## src/sv/ipu_pkg.sv

```systemverilog
// shared types and constants for the integer pixel upscaler
// used by ipu_emitter and integer_pixel_upscaler_unit; no dependencies
package ipu_pkg;

  // fixed field widths
  localparam int unsigned PIXEL_W     = 24;
  localparam int unsigned PAD_W       = 2;
  localparam int unsigned CFG_WIDTH_W = 11;
  localparam int unsigned CFG_SCALE_W = 7;
  localparam int unsigned CFG_DATA_W  = 11;
  localparam int unsigned CFG_IDX_W   = 1;
  // copy and row-pass counters cover scale values up to 64
  localparam int unsigned REPS_W      = 6;

  // input word opcodes
  typedef enum logic {
    OP_LOAD   = 1'b0,
    OP_REPLAY = 1'b1
  } opcode_e;

  // configuration register indexes
  typedef enum logic [CFG_IDX_W-1:0] {
    REG_SOURCE_WIDTH = 1'b0,
    REG_SCALE        = 1'b1
  } cfg_reg_e;

  // one word handed to the copy emitter
  typedef struct packed {
    logic [PIXEL_W-1:0] pixel;
    logic [PAD_W-1:0]   pad;
    logic               row_end;
    logic               group_end;
    logic [REPS_W-1:0]  reps;    // number of copies minus one
  } item_t;

endpackage

```

## src/sv/ipu_emitter.sv

```systemverilog
// copy emitter: holds one pixel word and sends it out reps+1 times
// depends on ipu_pkg (item_t)
module ipu_emitter (
  input  logic                              clk_i,
  input  logic                              rst_ni,
  input  logic                              item_valid_i,
  output logic                              item_ready_o,
  input  ipu_pkg::item_t                    item_i,
  output logic                              out_valid_o,
  input  logic                              out_ready_i,
  output logic [ipu_pkg::PIXEL_W-1:0]       out_pixel_o,
  output logic [ipu_pkg::PAD_W-1:0]         pad_bytes_o,
  output logic                              row_end_o,
  output logic                              group_end_o,
  output logic                              last_o
);
  import ipu_pkg::*;

  logic                busy_q, busy_d;
  item_t               item_q, item_d;
  logic [REPS_W-1:0]   cnt_q, cnt_d;
  logic                final_copy;

  // final copy of the held word
  assign final_copy   = (cnt_q == '0);
  assign item_ready_o = !busy_q || (out_ready_i && final_copy);

  // copy counter and holding register
  always_comb begin
    busy_d = busy_q;
    item_d = item_q;
    cnt_d  = cnt_q;
    if (item_valid_i && item_ready_o) begin
      busy_d = 1'b1;
      item_d = item_i;
      cnt_d  = item_i.reps;
    end else if (busy_q && out_ready_i) begin
      if (final_copy) begin
        busy_d = 1'b0;
      end else begin
        cnt_d = cnt_q - REPS_W'(1);
      end
    end
  end

  always_ff @(posedge clk_i or negedge rst_ni) begin
    if (!rst_ni) begin
      busy_q <= 1'b0;
    end else begin
      busy_q <= busy_d;
    end
  end

  always_ff @(posedge clk_i) begin
    item_q <= item_d;
    cnt_q  <= cnt_d;
  end

  // output word
  assign out_valid_o = busy_q;
  assign out_pixel_o = item_q.pixel;
  assign last_o      = final_copy;
  assign row_end_o   = final_copy && item_q.row_end;
  assign group_end_o = final_copy && item_q.group_end;
  assign pad_bytes_o = (final_copy && item_q.row_end) ? item_q.pad : '0;

endmodule

```

## config.mk

```make
export PLATFORM = sky130hd
export DESIGN_NAME = ipu_emitter
export DESIGN_NICKNAME = d
export VERILOG_FILES = /design/src/sv/ipu_pkg.sv /design/src/sv/ipu_emitter.sv
export SDC_FILE = /design/constraint.sdc
export NUM_CORES = 1
export LEC_CHECK = 0
export BUFFER_PORTS_ARGS = -buffer_cell sky130_fd_sc_hd__buf_2
export CAP_MARGIN = 20
export CORE_ASPECT_RATIO = 1.2
export CORE_MARGIN = 8
export CORE_UTILIZATION = 35
export CTS_CLUSTER_DIAMETER = 80
export CTS_CLUSTER_SIZE = 25
export DETAILED_ROUTE_END_ITERATION = 8
export PLACE_DENSITY = 0.64
export SLEW_MARGIN = 20
export SYNTH_ARGS = -nofsm -noshare
export SYNTH_HDL_FRONTEND = slang
export SYNTH_SLANG_ARGS = --single-unit
```

## constraint.sdc

```tcl
create_clock -name clk_i -period 4.1 [get_ports clk_i]
set_clock_uncertainty 0.05 [all_clocks]
set_input_delay 0.41 -clock clk_i [delete_from_list [all_inputs] [get_ports clk_i]]
set_output_delay 0.41 -clock clk_i [all_outputs]
set_load 0.02 [all_outputs]
```

After elaboration in Yosys (flattened, before gate mapping)
Cells that the tools add are included.
{ "op_classes": {"addsub": 1, "n_eq_ne": 1, "n_reduce_logical": 12, "n_mux": 7} }
{ "ops": {"columns": ["op", "n"], "rows": [
  ["$mux W6", 3],
  ["$logic_not A6 Y1", 1],
  ["$sub A6 B1 Y6 const B", 1],
  ["$logic_and A1 B1 Y1", 5],
  ["$reduce_and A2 Y1", 2],
  ["$reduce_bool A2 Y1", 2],
  ["$mux W1", 3],
  ["$mux W2", 1],
  ["$ne A2 B1 Y1 const B", 1],
  ["$logic_not A1 Y1", 1],
  ["$logic_or A1 B1 Y1", 1]
]} }
{ "word_totals": {"reg_bits": 35, "output_inout_bits": 31} }

Longest topological paths before layout
{ "depth": {"ltp_word": 6, "mapped_depth": 7} }

Worst setup path after synthesis
OpenSTA, ideal clock, no wires.
{ "synth_timing": {"kind": "register to output", "startpoint": "reg cnt_q[2]", "endpoint": "out pad_bytes_o[0] (netlist bit)", "arrival_time_ps": 1612, "slack_ps": 2028, "path_stages_with_launch": 4, "required_ps": 3640, "cell_sequence": "edfxtp_1 or3_4 nor2_1 and3_1"} }
{ "synth_between": {"elab_chain_cells": 3} }
{ "synth_rtl": {"columns": ["item", "line", "source"], "rows": [
  ["from (decl)", "ipu_emitter.sv:21", "logic [REPS_W-1:0] cnt_q, cnt_d;"],
  ["from (signal assigned)", "ipu_emitter.sv:56", "cnt_q <= cnt_d;"],
  ["$logic_not A6 Y1", "ipu_emitter.sv:25", "assign final_copy = (cnt_q == '0);"],
  ["named net last_o", "ipu_emitter.sv:15", "output logic last_o"],
  ["$logic_and A1 B1 Y1", "ipu_emitter.sv:65", "assign pad_bytes_o = (final_copy && item_q.row_end) ? item_q.pad : '0;"],
  ["$mux W2", "ipu_emitter.sv:65", null],
  ["to (decl)", "ipu_emitter.sv:12", "output logic [ipu_pkg::PAD_W-1:0] pad_bytes_o,"]
]} }
The timed path passes the listed nets, and every way through them passes these cells.

Worst setup path after layout
{ "layout_timing": {"startpoint": "reg cnt_q[2]", "endpoint": "out pad_bytes_o[1] (netlist bit)"} }
{ "layout_between": {"elab_chain_cells": 3} }
{ "layout_rtl": {"columns": ["item", "line"], "rows": [
  ["$logic_not A6 Y1", "ipu_emitter.sv:25"],
  ["$logic_and A1 B1 Y1", "ipu_emitter.sv:65"],
  ["$mux W2", "ipu_emitter.sv:65"]
]} }
Every way passes these cells.

==> run_results.csv <==
group,metric,value,unit
run_status,status,"complete, no violations",
timing,slew_headroom,0.5955,
drt,wire_per_inst,14.45,um
floorplan,die_y,87.39,um
timing,tns,0,ns
setup_path,cp.arrival,1.83,ns
timing,period_needed,2.289,ns
drt,top_layer_used,"met4",
synthesis,syn_nets,139,
placement,numPortBuffers,68,
drt,wl_met3,362,um
drt,antenna_left,0,
timing,drv_slew,0,
clocking,htree_levels,2,
final_layout,n_antenna_cell,0,
setup_path,worstRegToRegCells,3,
setup_path,crit_fanout,6,
floorplan,ios,69,
global_routing,grt_pass1_wl,4.436,mm
hold_path,hold_depth,1,
floorplan,core-area,4164,um^2
setup_path,start_kind,"flip-flop",
timing,setup-violations-final,0,
global_routing,antenna_found_initial,0,
hold_path,min_from,"item_i[13]",
hold_path,worstHoldEndpoint,"out_pixel_o[3]$_DFFE_PP_",
drt,drc,0,
setup_path,worstSetupPathType,"flip-flop to output port",
synthesis,yosysWarnings,0,
placement,dpl.hpwl,2.436,mm
timing,hold_viol,0,
job,cap_viol_max_count,0,
setup_path,reg2reg_to,"out_pixel_o[7]$_DFFE_PP_",
drt,vias_per_cell,4.167,
clocking,cts_sinks,35,
synthesis,ys_ff_latch,35,
synthesis,avgSynthCellArea,15.01,um^2
drt,wl_met2,1.461,mm
final_layout,n_fill_cell,408,
synthesis,yosysSeqAreaShare,0.7037,
hold_path,hold_path.class,"input port to flip-flop",
timing,clock.fmax,436.8,MHz
final_layout,nets,192,
power_and_ir_drop,peakVddDrop,297.8,uV
power_and_ir_drop,p_per_area,428.7,nW/um^2
clocking,cts_tree,"done",
floorplan,dieArea,6597,um^2
synthesis,synth_cells,99,
setup_path,crit_required,3.64,ns
synthesis,syn-cell-area,1486,um^2
final_layout,instances_no_fill,209,
placement,place_area,1713,um^2
drt,met1Wirelength,1.137,mm
timing,timing.hold.ws,0.2428,ns
global_routing,grt_pass1_vias,941,
floorplan,die_x,75.49,um
global_routing,grt_use_total,0.09234,
timing,rsz0062_at_grt,"no",
power_and_ir_drop,p_leak,0.7687,nW
setup_path,rr_startpoint,"cnt_q[2]$_DFFE_PP_",
setup_path,reg2reg_setup_slack,2.05,ns
clocking,cts_made_buffers,5,
final_layout,syn2layout_area_growth,25.34,%
floorplan,initial_core_util,0.3570,
final_layout,fin_area,1863,um^2
placement,dp_cells,199,
clocking,cts_root_buffer,"clkbuf_8",
clocking,worstSkewPairLatency,0.28,ns
final_layout,drive_above_1_share,0.5294,
global_routing,overflow,0,
drt,routed-via-count,871,
clocking,ctsLongestPathBuffers,2,
synthesis,yosysUniqueCellTypes,20,
setup_path,critPathCaptureType,"output port",
final_layout,utilization,0.4474,
timing,worst_slew_pin_slew,0.6067,ns
global_routing,grt_max_degree,28,
clocking,clk_pin_slew,0.07,ns
drt,drt_first_pass_iters,4,
drt,totalWireLength,3.021,mm
placement,gp_congestion,0.7056,
timing,final.period_utilization,0.5584,
drt,drtIter0Drc,68,
floorplan,rows,26,
[layer usage]
metal,vias to the layer above,track usage
met2,48,0.1542
li1,427,-
met3,5,0.03802
met4,0,0.04729
met5,-,0
met1,391,0.09534
[power breakdown]
group          total [mW]  internal (mW)  switching (mW)
combinational      0.0717         0.0354          0.0363
clock               0.302          0.181           0.121
sequential          0.425          0.414          0.0110
[final cells by class]
| cell class | instances | area (um^2) | share of cell area |
|---|---|---|---|
| multi-input cells | 36 | 237.7 | 0.1276 |
| repair buffers | 71 | 385.4 | 0.2069 |
| well taps | 56 | 70.07 | 0.03761 |
| clock inverters | 3 | 43.79 | 0.02351 |
| clock buffers | 5 | 68.82 | 0.03694 |
| flip-flops and latches | 35 | 1046 | 0.5614 |
| inverters | 3 | 11.26 | 0.006044 |
[what timing repair did]
item,CTS,global route
endpoints found under the hold margin,1,0
setup buffers,0,0
hold buffers,1,0
gates resized for setup,0,0
[cells in the mapped netlist, drive strengths merged]
cell type | instances | area, um^2
edfxtp | 34 | 1021
buf | 25 | 191.4
nand2 | 9 | 33.78
o21ai | 7 | 35.03
inv | 3 | 11.26
xnor2 | 3 | 26.28
and2 | 2 | 12.51
and3 | 2 | 12.51
ha | 2 | 25.02
nor2 | 2 | 7.510
nor3 | 2 | 10.01
a21bo | 1 | 10.01
a21oi | 1 | 5.000
dfrtp | 1 | 25.02
nand2b | 1 | 6.260
nor2b | 1 | 6.260
o32ai | 1 | 27.53
or3 | 1 | 11.26
xor2 | 1 | 8.760
[cell usage in the layout (no fill, tap or decap), types with 2 or more instances in the layout]
cell      Yosys  routed
buf_2         0      68
edfxtp_1     34      34
nand2_1       9       9
o21ai_0       7       7
clkbuf_8      0       5
inv_1         3       3
xnor2_1       3       3
nor2_1        2       2
nor3_1        2       2
and2_1        2       2
and3_1        2       2
ha_1          2       2
[cell families after synthesis]
kind of cell	synth area share
AO/OA/AOI/OAI	0.05219
adder cells (fa/ha/maj)	0.01683
flip-flops	0.7037
AND/OR/NAND/NOR	0.06734
XOR/XNOR	0.02357
buffers and inverters	0.1364
[critical path, cell delays in order, from the launching register on]
cell and delay (ns):
edfxtp_1 0.45, or3_4 0.45, nor2_1 0.28, and3_1 0.20
buf_2 0.17
[sequential cells by signal, indices dropped and copies added (netlist names)]
register,count
out_pixel_o,24
cnt_q,6
item_q,4
out_valid_o,1
[worst max path at each step]
stage	from	end	slack (ns)	cells past startpoint
finish	cnt_q[2]$_DFFE_PP_	pad_bytes_o[1]	1.81	4
global route	cnt_q[2]$_DFFE_PP_	pad_bytes_o[1]	1.72	4
CTS	cnt_q[2]$_DFFE_PP_	out_pixel_o[16]$_DFFE_PP_	1.54	3
detailed placement	cnt_q[2]$_DFFE_PP_	out_pixel_o[16]$_DFFE_PP_	1.54	3
global placement	cnt_q[2]$_DFFE_PP_	out_pixel_o[2]$_DFFE_PP_	1.63	3
floorplan	cnt_q[2]$_DFFE_PP_	pad_bytes_o[0]	2.03	3
[through the flow]
step | power [mW] | setup WS, ns
2_1_floorplan | 0.4735 | 2.028
3_3_place_gp | 0.4979 | 1.631
3_5_place_dp | 0.5028 | 1.543
4_1_cts | 0.8097 | 1.537
5_1_grt | 0.8339 | 1.716
6_report | 0.7987 | 1.811
(Power assumes the default switching activity.)
